`src/rtl/raw_line_adaptive_denoise_core_macros.svh`:
```
// Assertion macros shared by the denoise RTL.
`ifndef RAW_LINE_ADAPTIVE_DENOISE_CORE_MACROS_SVH
`define RAW_LINE_ADAPTIVE_DENOISE_CORE_MACROS_SVH

// Check a property on every clock edge outside of reset.
`define RLAD_ASSERT(lbl, clk, rst_n, prop, msg) \
  lbl: assert property (@(posedge clk) disable iff (!rst_n) prop) else $error(msg);

// Check a property on every clock edge, reset included.
`define RLAD_ASSERT_ALWAYS(lbl, clk, prop, msg) \
  lbl: assert property (@(posedge clk) prop) else $error(msg);

`endif

```
`src/rtl/rlad_pkg.sv`:
```
// Shared constants and codes of the raw line denoise block.
`timescale 1ns / 1ps
package rlad_pkg;

  localparam int PIX_W          = 16;
  localparam int SHIFT_W        = 5;
  localparam int MODE_W         = 2;
  localparam int PIXEL_BITS_DEF = 16;

  localparam logic [MODE_W-1:0] MODE_CLAMP = 2'd0;
  localparam logic [MODE_W-1:0] MODE_3TAP  = 2'd1;
  localparam logic [MODE_W-1:0] MODE_5TAP  = 2'd2;

  localparam logic [1:0] POS_START = 2'd0;
  localparam logic [1:0] POS_ONE   = 2'd1;
  localparam logic [1:0] POS_FULL  = 2'd2;

endpackage

```
`src/rtl/rlad_in_if.sv`:
```
// Input pixel channel of the raw line denoise block.
`timescale 1ns / 1ps
interface rlad_in_if;
  logic                         valid;
  logic                         ready;
  logic [rlad_pkg::PIX_W-1:0]   pixel_in;
  logic [rlad_pkg::SHIFT_W-1:0] block_shift;
  logic [rlad_pkg::MODE_W-1:0]  noise_mode;
  logic                         last_in;

  modport source (output valid, pixel_in, block_shift, noise_mode, last_in, input ready);
  modport sink   (input valid, pixel_in, block_shift, noise_mode, last_in, output ready);
endinterface

```
`src/rtl/rlad_out_if.sv`:
```
// Result pixel channel of the raw line denoise block.
`timescale 1ns / 1ps
interface rlad_out_if;
  logic                       valid;
  logic                       ready;
  logic [rlad_pkg::PIX_W-1:0] pixel_out;
  logic                       last_out;

  modport source (output valid, pixel_out, last_out, input ready);
  modport sink   (input valid, pixel_out, last_out, output ready);
endinterface

```
`src/rtl/raw_line_adaptive_denoise_core.sv`:
```
// Raw line adaptive denoise: top level with window, flush sequencer and filter.
`timescale 1ns / 1ps
// Usage:
//   in_ch takes one raw pixel per beat with the shift of its 32-pixel block,
//   the noise mode (sampled on the first beat of a line only) and last_in on
//   the final pixel of the line. out_ch gives the filtered pixels in line
//   order, last_out on the final one of the line.
//   Throughput: one input beat per cycle inside a line while the receiver
//   does not stall. The beat carrying last_in is followed by flush cycles in
//   which in_ch.ready is low, since the five-pixel window shifts in copies
//   of the edge pixel one per cycle while the output register can take one:
//   none for a line of a single pixel, one for two pixels, two otherwise.
//   A result is filtered combinationally from the window registers and
//   loaded into the output register; the stream lags the input by two
//   pixels.
//   Reset (rst_n low, synchronous) empties the output register, drops any
//   pending flush and returns to the start of a line.
//   Receiver stall: the output register holds its beat; the window keeps
//   taking pixels while no result is pending in it, then in_ch.ready drops
//   until the held beat is taken.
module raw_line_adaptive_denoise_core #(
  parameter int PIXEL_BITS = rlad_pkg::PIXEL_BITS_DEF
) (
  input  logic              clk,
  input  logic              rst_n,
  rlad_in_if.sink           in_ch,
  rlad_out_if.source        out_ch
);

  `include "raw_line_adaptive_denoise_core_macros.svh"

  localparam int PB = PIXEL_BITS;
  localparam int PW = rlad_pkg::PIX_W;
  localparam int SW = rlad_pkg::SHIFT_W;
  localparam int MW = rlad_pkg::MODE_W;

  // Pixel window, oldest first; center is entry 2.
  logic [PB-1:0] win_r   [5];
  logic [PB-1:0] win_nxt [5];
  // Shifts of the last three pixels; entry 0 belongs to the center.
  logic [SW-1:0] shift_r   [3];
  logic [SW-1:0] shift_nxt [3];
  logic [1:0]    pos_r, pos_nxt, pos_eff;
  logic [MW-1:0] mode_r, mode_nxt;
  // emit_r: the window holds a result still to be filtered.
  logic          emit_r, emit_nxt;
  logic          emit_last_r, emit_last_nxt;
  // Copies of the edge pixel still to shift in after the pending result.
  logic [1:0]    flush_r, flush_nxt;

  logic          out_valid_r, out_valid_nxt;
  logic [PW-1:0] out_pix_r, out_pix_nxt;
  logic          out_last_r, out_last_nxt;

  logic          slot_free, fire_out, in_ready, fire_in;
  logic          last_full_in;
  logic [PB-1:0] pix;
  logic [PB-1:0] filt;

  // Filter datapath signals.
  logic [PB+1:0]        sum3;
  logic [PB+2:0]        sum5;
  logic [PB-1:0]        smooth3, smooth5, limited;
  logic signed [PB:0]   diff, lim_h;
  logic [SW-1:0]        lim_k;

  assign slot_free = !out_valid_r || out_ch.ready;
  assign fire_out  = emit_r && slot_free;
  // Hold input during a flush, or while a pending result cannot move out.
  assign in_ready  = (flush_r == 2'd0) && (!emit_r || slot_free);
  assign fire_in   = in_ch.valid && in_ready;
  assign pix       = in_ch.pixel_in[PB-1:0];
  // A position beyond "full" counts as full.
  assign pos_eff   = (pos_r == rlad_pkg::POS_START || pos_r == rlad_pkg::POS_ONE)
                     ? pos_r : rlad_pkg::POS_FULL;
  // Last pixel of a line taken while the window is full.
  assign last_full_in = fire_in && in_ch.last_in && (pos_eff == rlad_pkg::POS_FULL);

  // Filter the current window. Sums are rounded before the shift.
  always_comb begin
    sum3 = {2'b00, win_r[1]} + {1'b0, win_r[2], 1'b0} + {2'b00, win_r[3]}
           + (PB+2)'(2);
    smooth3 = sum3[PB+1:2];
    sum5 = {3'b000, win_r[0]} + {2'b00, win_r[1], 1'b0} + {2'b00, win_r[2], 1'b0}
           + {2'b00, win_r[3], 1'b0} + {3'b000, win_r[4]} + (PB+3)'(4);
    smooth5 = sum5[PB+2:3];

    // Limit the smoothing step to half of 2^shift of the center block.
    diff    = $signed({1'b0, smooth3}) - $signed({1'b0, win_r[2]});
    lim_k   = shift_r[0] - SW'(1);
    lim_h   = $signed((PB+1)'(1) << lim_k);
    limited = smooth3;
    if (shift_r[0] == '0) begin
      limited = win_r[2];
    end else if (lim_k < SW'(PB)) begin
      if (diff > lim_h) begin
        limited = win_r[2] + lim_h[PB-1:0];
      end else if (diff < -lim_h) begin
        limited = win_r[2] - lim_h[PB-1:0];
      end
    end

    case (mode_r)
      rlad_pkg::MODE_CLAMP: filt = limited;
      rlad_pkg::MODE_3TAP:  filt = smooth3;
      default:              filt = smooth5;
    endcase
  end

  // Window, line position and flush sequencing.
  always_comb begin
    win_nxt       = win_r;
    shift_nxt     = shift_r;
    pos_nxt       = pos_r;
    mode_nxt      = mode_r;
    emit_nxt      = emit_r;
    emit_last_nxt = emit_last_r;
    flush_nxt     = flush_r;

    if (fire_out) begin
      if (flush_r != 2'd0) begin
        // Advance the window with a copy of the edge pixel.
        win_nxt       = '{win_r[1], win_r[2], win_r[3], win_r[4], win_r[4]};
        shift_nxt     = '{shift_r[1], shift_r[2], shift_r[2]};
        emit_nxt      = 1'b1;
        emit_last_nxt = (flush_r == 2'd1);
        flush_nxt     = flush_r - 2'd1;
      end else begin
        emit_nxt      = 1'b0;
        emit_last_nxt = 1'b0;
      end
    end

    if (fire_in) begin
      case (pos_eff)
        rlad_pkg::POS_START: begin
          // Fill the window: repeats the left edge.
          mode_nxt  = in_ch.noise_mode;
          win_nxt   = '{pix, pix, pix, pix, pix};
          shift_nxt = '{in_ch.block_shift, in_ch.block_shift, in_ch.block_shift};
          if (in_ch.last_in) begin
            emit_nxt      = 1'b1;
            emit_last_nxt = 1'b1;
            flush_nxt     = 2'd0;
            pos_nxt       = rlad_pkg::POS_START;
          end else begin
            pos_nxt       = rlad_pkg::POS_ONE;
          end
        end
        rlad_pkg::POS_ONE: begin
          if (in_ch.last_in) begin
            // Push the pixel and its first copy at once.
            win_nxt       = '{win_r[2], win_r[3], win_r[4], pix, pix};
            shift_nxt     = '{shift_r[2], in_ch.block_shift, in_ch.block_shift};
            emit_nxt      = 1'b1;
            emit_last_nxt = 1'b0;
            flush_nxt     = 2'd1;
            pos_nxt       = rlad_pkg::POS_START;
          end else begin
            win_nxt       = '{win_r[1], win_r[2], win_r[3], win_r[4], pix};
            shift_nxt     = '{shift_r[1], shift_r[2], in_ch.block_shift};
            pos_nxt       = rlad_pkg::POS_FULL;
          end
        end
        default: begin
          win_nxt       = '{win_r[1], win_r[2], win_r[3], win_r[4], pix};
          shift_nxt     = '{shift_r[1], shift_r[2], in_ch.block_shift};
          emit_nxt      = 1'b1;
          emit_last_nxt = 1'b0;
          flush_nxt     = in_ch.last_in ? 2'd2 : 2'd0;
          pos_nxt       = in_ch.last_in ? rlad_pkg::POS_START : rlad_pkg::POS_FULL;
        end
      endcase
    end
  end

  // Output register: load when the slot is free, else hold.
  always_comb begin
    out_valid_nxt = out_valid_r;
    out_pix_nxt   = out_pix_r;
    out_last_nxt  = out_last_r;
    if (slot_free) begin
      out_valid_nxt = fire_out;
      if (fire_out) begin
        out_pix_nxt  = PW'(filt);
        out_last_nxt = emit_last_r;
      end
    end
  end

  always_ff @(posedge clk) begin
    if (!rst_n) begin
      pos_r       <= rlad_pkg::POS_START;
      emit_r      <= 1'b0;
      emit_last_r <= 1'b0;
      flush_r     <= 2'd0;
      out_valid_r <= 1'b0;
    end else begin
      pos_r       <= pos_nxt;
      emit_r      <= emit_nxt;
      emit_last_r <= emit_last_nxt;
      flush_r     <= flush_nxt;
      out_valid_r <= out_valid_nxt;
    end
  end

  always_ff @(posedge clk) begin
    win_r      <= win_nxt;
    shift_r    <= shift_nxt;
    mode_r     <= mode_nxt;
    out_pix_r  <= out_pix_nxt;
    out_last_r <= out_last_nxt;
  end

  assign in_ch.ready      = in_ready;
  assign out_ch.valid     = out_valid_r;
  assign out_ch.pixel_out = out_pix_r;
  assign out_ch.last_out  = out_last_r;

  // A pending flush always sits behind a pending result.
  `RLAD_ASSERT(a_flush_has_emit, clk, rst_n, (flush_r != 2'd0) |-> emit_r, "flush without result")
  // The final result of a line has no flush behind it.
  `RLAD_ASSERT(a_last_ends_flush, clk, rst_n, emit_last_r |-> (flush_r == 2'd0), "last with flush")
  // The last pixel of a full window schedules two flush copies.
  `RLAD_ASSERT(a_full_last_flush, clk, rst_n, last_full_in |=> (flush_r == 2'd2), "flush count")
  // Reset empties the output register.
  `RLAD_ASSERT_ALWAYS(a_reset_empty, clk, !rst_n |=> !out_valid_r, "output valid after reset")

endmodule

```
`src/flat_wrapper.sv`:
```
// flat-port wrapper written by rule: the top's interface ports become plain ports
module raw_line_adaptive_denoise_core_flat 
#(
  parameter int PIXEL_BITS = rlad_pkg::PIXEL_BITS_DEF
)
  (clk, rst_n, in_ch_valid, in_ch_pixel_in, in_ch_block_shift, in_ch_noise_mode, in_ch_last_in, in_ch_ready, out_ch_valid, out_ch_pixel_out, out_ch_last_out, out_ch_ready);
  rlad_in_if in_ch_i ();
  rlad_out_if out_ch_i ();
  input  logic clk;
  input  logic rst_n;
  input wire logic [$bits(in_ch_i.valid)-1:0] in_ch_valid;
  input wire logic [$bits(in_ch_i.pixel_in)-1:0] in_ch_pixel_in;
  input wire logic [$bits(in_ch_i.block_shift)-1:0] in_ch_block_shift;
  input wire logic [$bits(in_ch_i.noise_mode)-1:0] in_ch_noise_mode;
  input wire logic [$bits(in_ch_i.last_in)-1:0] in_ch_last_in;
  output wire logic [$bits(in_ch_i.ready)-1:0] in_ch_ready;
  output wire logic [$bits(out_ch_i.valid)-1:0] out_ch_valid;
  output wire logic [$bits(out_ch_i.pixel_out)-1:0] out_ch_pixel_out;
  output wire logic [$bits(out_ch_i.last_out)-1:0] out_ch_last_out;
  input wire logic [$bits(out_ch_i.ready)-1:0] out_ch_ready;
  assign in_ch_i.valid = in_ch_valid;
  assign in_ch_i.pixel_in = in_ch_pixel_in;
  assign in_ch_i.block_shift = in_ch_block_shift;
  assign in_ch_i.noise_mode = in_ch_noise_mode;
  assign in_ch_i.last_in = in_ch_last_in;
  assign in_ch_ready = in_ch_i.ready;
  assign out_ch_valid = out_ch_i.valid;
  assign out_ch_pixel_out = out_ch_i.pixel_out;
  assign out_ch_last_out = out_ch_i.last_out;
  assign out_ch_i.ready = out_ch_ready;
  raw_line_adaptive_denoise_core #(.PIXEL_BITS(PIXEL_BITS)) u_core (.clk(clk), .rst_n(rst_n), .in_ch(in_ch_i), .out_ch(out_ch_i));
endmodule
```
`config.mk`:
```
export PLATFORM = sky130hd
export DESIGN_NAME = raw_line_adaptive_denoise_core_flat
export DESIGN_NICKNAME = d
export VERILOG_FILES = /design/src/rtl/rlad_pkg.sv /design/src/rtl/rlad_in_if.sv /design/src/rtl/rlad_out_if.sv /design/src/rtl/raw_line_adaptive_denoise_core.sv /design/src/flat_wrapper.sv
export VERILOG_INCLUDE_DIRS = /design/src /design/src/rtl
export SDC_FILE = /design/constraint.sdc
export NUM_CORES = 1
export LEC_CHECK = 0
export ABC_AREA = 1
export BUFFER_PORTS_ARGS = -buffer_cell sky130_fd_sc_hd__buf_2
export CAP_MARGIN = 0
export CORE_MARGIN = 3
export CORE_UTILIZATION = 56
export DETAILED_ROUTE_END_ITERATION = 7
export GPL_TIMING_DRIVEN = 0
export HOLD_SLACK_MARGIN = 0.06
export PLACE_DENSITY = 0.76
export SETUP_SLACK_MARGIN = 0.1
export SLEW_MARGIN = 5
export SYNTH_ARGS = -nofsm -noshare
export SYNTH_HDL_FRONTEND = slang
export SYNTH_SLANG_ARGS = --single-unit
```
`constraint.sdc`:
```
create_clock -name clk -period 8.15 [get_ports clk]
set_clock_uncertainty 0.15 [all_clocks]
set_input_delay 1.63 -clock clk [delete_from_list [all_inputs] [get_ports clk]]
set_output_delay 1.63 -clock clk [all_outputs]
set_load 0.005 [all_outputs]
```
==> results.json <==
{
  "die_w_um": 160.3,
  "holdPathEnd": "u_core.out_ch.last_out$_DFFE_PP_",
  "ant_nets": 0,
  "ys_types": 46,
  "antenna_found_initial": 0,
  "drive_above_1_share_pct": 5.984,
  "setup_viol": 0,
  "grt_pass1_vias": 12270,
  "start_kind": "flop",
  "drcViolationCount": 0,
  "worst_hold_startpoint": "u_core.emit_last_r$_SDFF_PN0_",
  "synth_warnings": 0,
  "grt_pass1_wl_um": 64450,
  "p_leak_nw": 7.226,
  "worstMarginPinSlew_ns": 0.7788,
  "path_class": "flop to flop",
  "wl_per_cell_um": 18.34,
  "drtIter0Drc": 1363,
  "clock-root-buffer": "clkbuf_16",
  "antennaDiodeCount": 0,
  "die_area_um2": 25710,
  "powerDensity_nw_per_um2": 452.3,
  "syn_area_um2": 13340,
  "cp-end-kind": "flop",
  "clock_latency_ns": 0.43,
  "die_h_um": 160.3,
  "cts_tree": "done",
  "synth-main-ff-cell": "edfxtp_1",
  "slowest_stage": "edfxtp_1",
  "core_area_um2": 23050,
  "htree_levels": 4,
  "synth_cells": 1825,
  "final_cell_area_um2": 14620,
  "maxSlewViolCount": 0,
  "rsz0062_at_grt": "no",
  "hold_viol": 0,
  "clock_sinks": 121,
  "synthesis.nets": 2043,
  "hpwl_um": 33350,
  "start_util_pct": 57.86,
  "vdd_drop_max_v": 0.0001680,
  "grt_start_max_net_pins": 31,
  "fmax_mhz": 136.0,
  "cts_hold_buf": 0,
  "numCtsBuffers": 17,
  "min_period_over_period_pct": 90.20,
  "gp_congestion": 1.000,
  "row_count": 55,
  "cts.path.max_buffers": 2,
  "nNetsFinal": 2111,
  "synth-edff-count": 114,
  "clkTransAtPathRegs_ns": 0.06,
  "vias": 12680,
  "fin_util_pct": 63.44,
  "tns_ns": 0,
  "via_per_inst": 5.716,
  "reg2reg_slack_ns": 0.80,
  "finalWirelength_um": 40670,
  "area_growth_pct": 9.633,
  "status": "finished clean",
  "hold_depth": 0,
  "place_ws_ns": 0.8070,
  "slew_headroom_pct": 47.53,
  "first_pass_iters": 8,
  "rr_endpoint": "u_core.out_ch.pixel_out[6]$_DFFE_PP_",
  "async_flop_share_pct": 0,
  "finalPower_mw": 6.615,
  "reg2reg_from": "u_core.win_r[32]$_DFFE_PP_",
  "io_pins": 47,
  "grt_overflow": 0,
  "worstPathArrival_ns": 7.37,
  "yosysSeqAreaShare_pct": 26.71,
  "num-fill-cells": 2086,
  "worst_slack_ns": 0.7987,
  "dpl_cell_area_um2": 14070,
  "crit_required_ns": 8.17,
  "period_minus_slack_ns": 7.351,
  "crit_top_cell": "nand2_1",
  "critPathMaxFanout": 10,
  "portBuffers": 45,
  "maxCapViolations": 0,
  "hold_path_class": "flop to flop",
  "ys_ff_latch": 121,
  "grtUsageTotal_pct": 31.71,
  "avgSynthCellArea_um2": 7.309,
  "postCtsSetupBuffers": 0,
  "ff2ff_path_depth": 41,
  "slowest_delay_ns": 0.51
}
## flip-flops by register name, summed over array words and instances (netlist names)
name and cells:
u_core.flush_r 2, u_core.out_ch.pixel_out 16, u_core.shift_r 15, u_core.emit_last_r 1, u_core.mode_r 2, u_core.pos_r 2, u_core.out_ch.last_out 1, u_core.out_ch.valid 1
u_core.emit_r 1, u_core.win_r 80
## critical path, delay by kind of cell (launching register included)
family / cells / cell delay, ns
AOI/OAI and AO/OA: 10 / 1.86
xor gates and xnor gates: 1 / 0.29
adders and majority gates: 4 / 1.27
buffers and inverters: 5 / 0.68
DFF: 1 / 0.51
and+or+nand+nor: 21 / 2.31
## per-layer routing
metal | wire length [um] | global-route usage [%] | vias up
met2 | 19000 | 53.91 | 578
met3 | 2836 | 3.817 | 111
met4 | 1991 | 14.95 | 0
met5 | 0 | 0 | -
met1 | 16840 | 40.38 | 5833
li1 | - | - | 6156
## cell usage in the layout, fill, tap and decap left out, types with 5 or more instances in the layout
| cell | count |
|---|---|
| o21ai_0 | 146 |
| a31oi_1 | 6 |
| fa_1 | 49 |
| o22ai_1 | 46 |
| ha_1 | 141 |
| nand3_2 | 5 |
| a21o_1 | 8 |
| buf_2 | 47 |
| a21oi_1 | 152 |
| a211oi_1 | 5 |
| o21bai_1 | 9 |
| nand3_1 | 101 |
| nand2_2 | 6 |
| clkbuf_1 | 51 |
| xor2_1 | 58 |
| inv_1 | 322 |
| nor3_1 | 10 |
| xnor2_1 | 14 |
| inv_2 | 6 |
| clkbuf_16 | 17 |
| dfxtp_1 | 7 |
| clkinvlp_4 | 7 |
| nand2_1 | 366 |
| edfxtp_1 | 114 |
| nand4_1 | 15 |
| nor2_1 | 138 |
## final cells by class
| class | instances | area, um2 | share of cell area (%) |
|---|---|---|---|
| multi-input combinational | 1318 | 8338 | 57.02 |
| sequential | 121 | 3563 | 24.37 |
| inverter | 331 | 1246 | 8.522 |
| clock buffer | 17 | 425.4 | 2.909 |
| tap | 313 | 391.6 | 2.678 |
| timing repair buffer | 49 | 322.8 | 2.207 |
| buffer | 55 | 210.2 | 1.437 |
| clock inverter | 14 | 126.4 | 0.8641 |
## through the flow
stage	cells	hold slack, ns
after detailed placement	2187	0.2750
after CTS	2218	0.2808
after global placement	2183	0.2705
after floorplan	1825	0.2586
after global routing	2218	0.3030
final	2218	0.2779
## where the power goes
| group | total, mW | leakage (nW) | internal [mW] | switching (mW) |
|---|---|---|---|---|
| logic | 4.97 | 5.80 | 1.79 | 3.18 |
| registers | 0.918 | 1.17 | 0.833 | 0.0857 |
| clock network | 0.725 | 0.253 | 0.418 | 0.307 |
| total | 6.61 | 7.23 | 3.04 | 3.57 |
## how the worst max path moves through the flow
stage                                     startpoint                               endpoint  slack (ns)  cells after the start
final                     u_core.win_r[32]$_DFFE_PP_   u_core.out_ch.pixel_out[6]$_DFFE_PP_        0.80                     41
after CTS                 u_core.win_r[32]$_DFFE_PP_   u_core.out_ch.pixel_out[6]$_DFFE_PP_        0.79                     41
after global placement                  out_ch_ready             u_core.win_r[17]$_DFFE_PP_       -0.86                      5
after detailed placement  u_core.win_r[32]$_DFFE_PP_   u_core.out_ch.pixel_out[6]$_DFFE_PP_        0.81                     41
after global routing      u_core.win_r[32]$_DFFE_PP_  u_core.out_ch.pixel_out[11]$_DFFE_PP_        0.16                     41
after floorplan                         out_ch_ready           u_core.shift_r[10]$_DFFE_PP_        1.45                      4
## kinds of logic (layout without fill, tap and decap cells)
kind of cell,count (synthesis),in the layout,synth area share (%)
xor+xnor,72,72,4.728
fa+ha+maj,190,190,20.58
simple gates,657,657,20.65
buf+inv,386,466,10.88
compound gates,399,399,16.45
flops,121,121,26.71
## cells in the mapped netlist, drive strengths merged (3+ instances only)
master  count  area (um2)
clkbuf     52       195.2
buf         3       13.76
nor2      143       561.8
o211ai      3       22.52
xor2       58       508.0
o21a        4       30.03
inv       329        1235
ha        141        1764
o21bai      9       67.56
fa         49       980.9
or2         4       25.02
nor3       10       50.05
a21o        8       60.06
edfxtp    114        3423
a211oi      5       37.54
o21ai     151       755.7
a31oi       6       37.54
dfxtp       7       140.1
nand2     374        1434
xnor2      14       122.6
nand3     106       555.5
a21oi     153       777.0
a21boi      3       22.52
nand4      15       93.84
o22ai      46       287.8
## what timing repair did
action	CTS	global route
endpoints found under the setup margin	0	7
hold endpoints to repair	0	0
resized for setup	0	2
No activity file was read; power rests on OpenSTA's default activity.
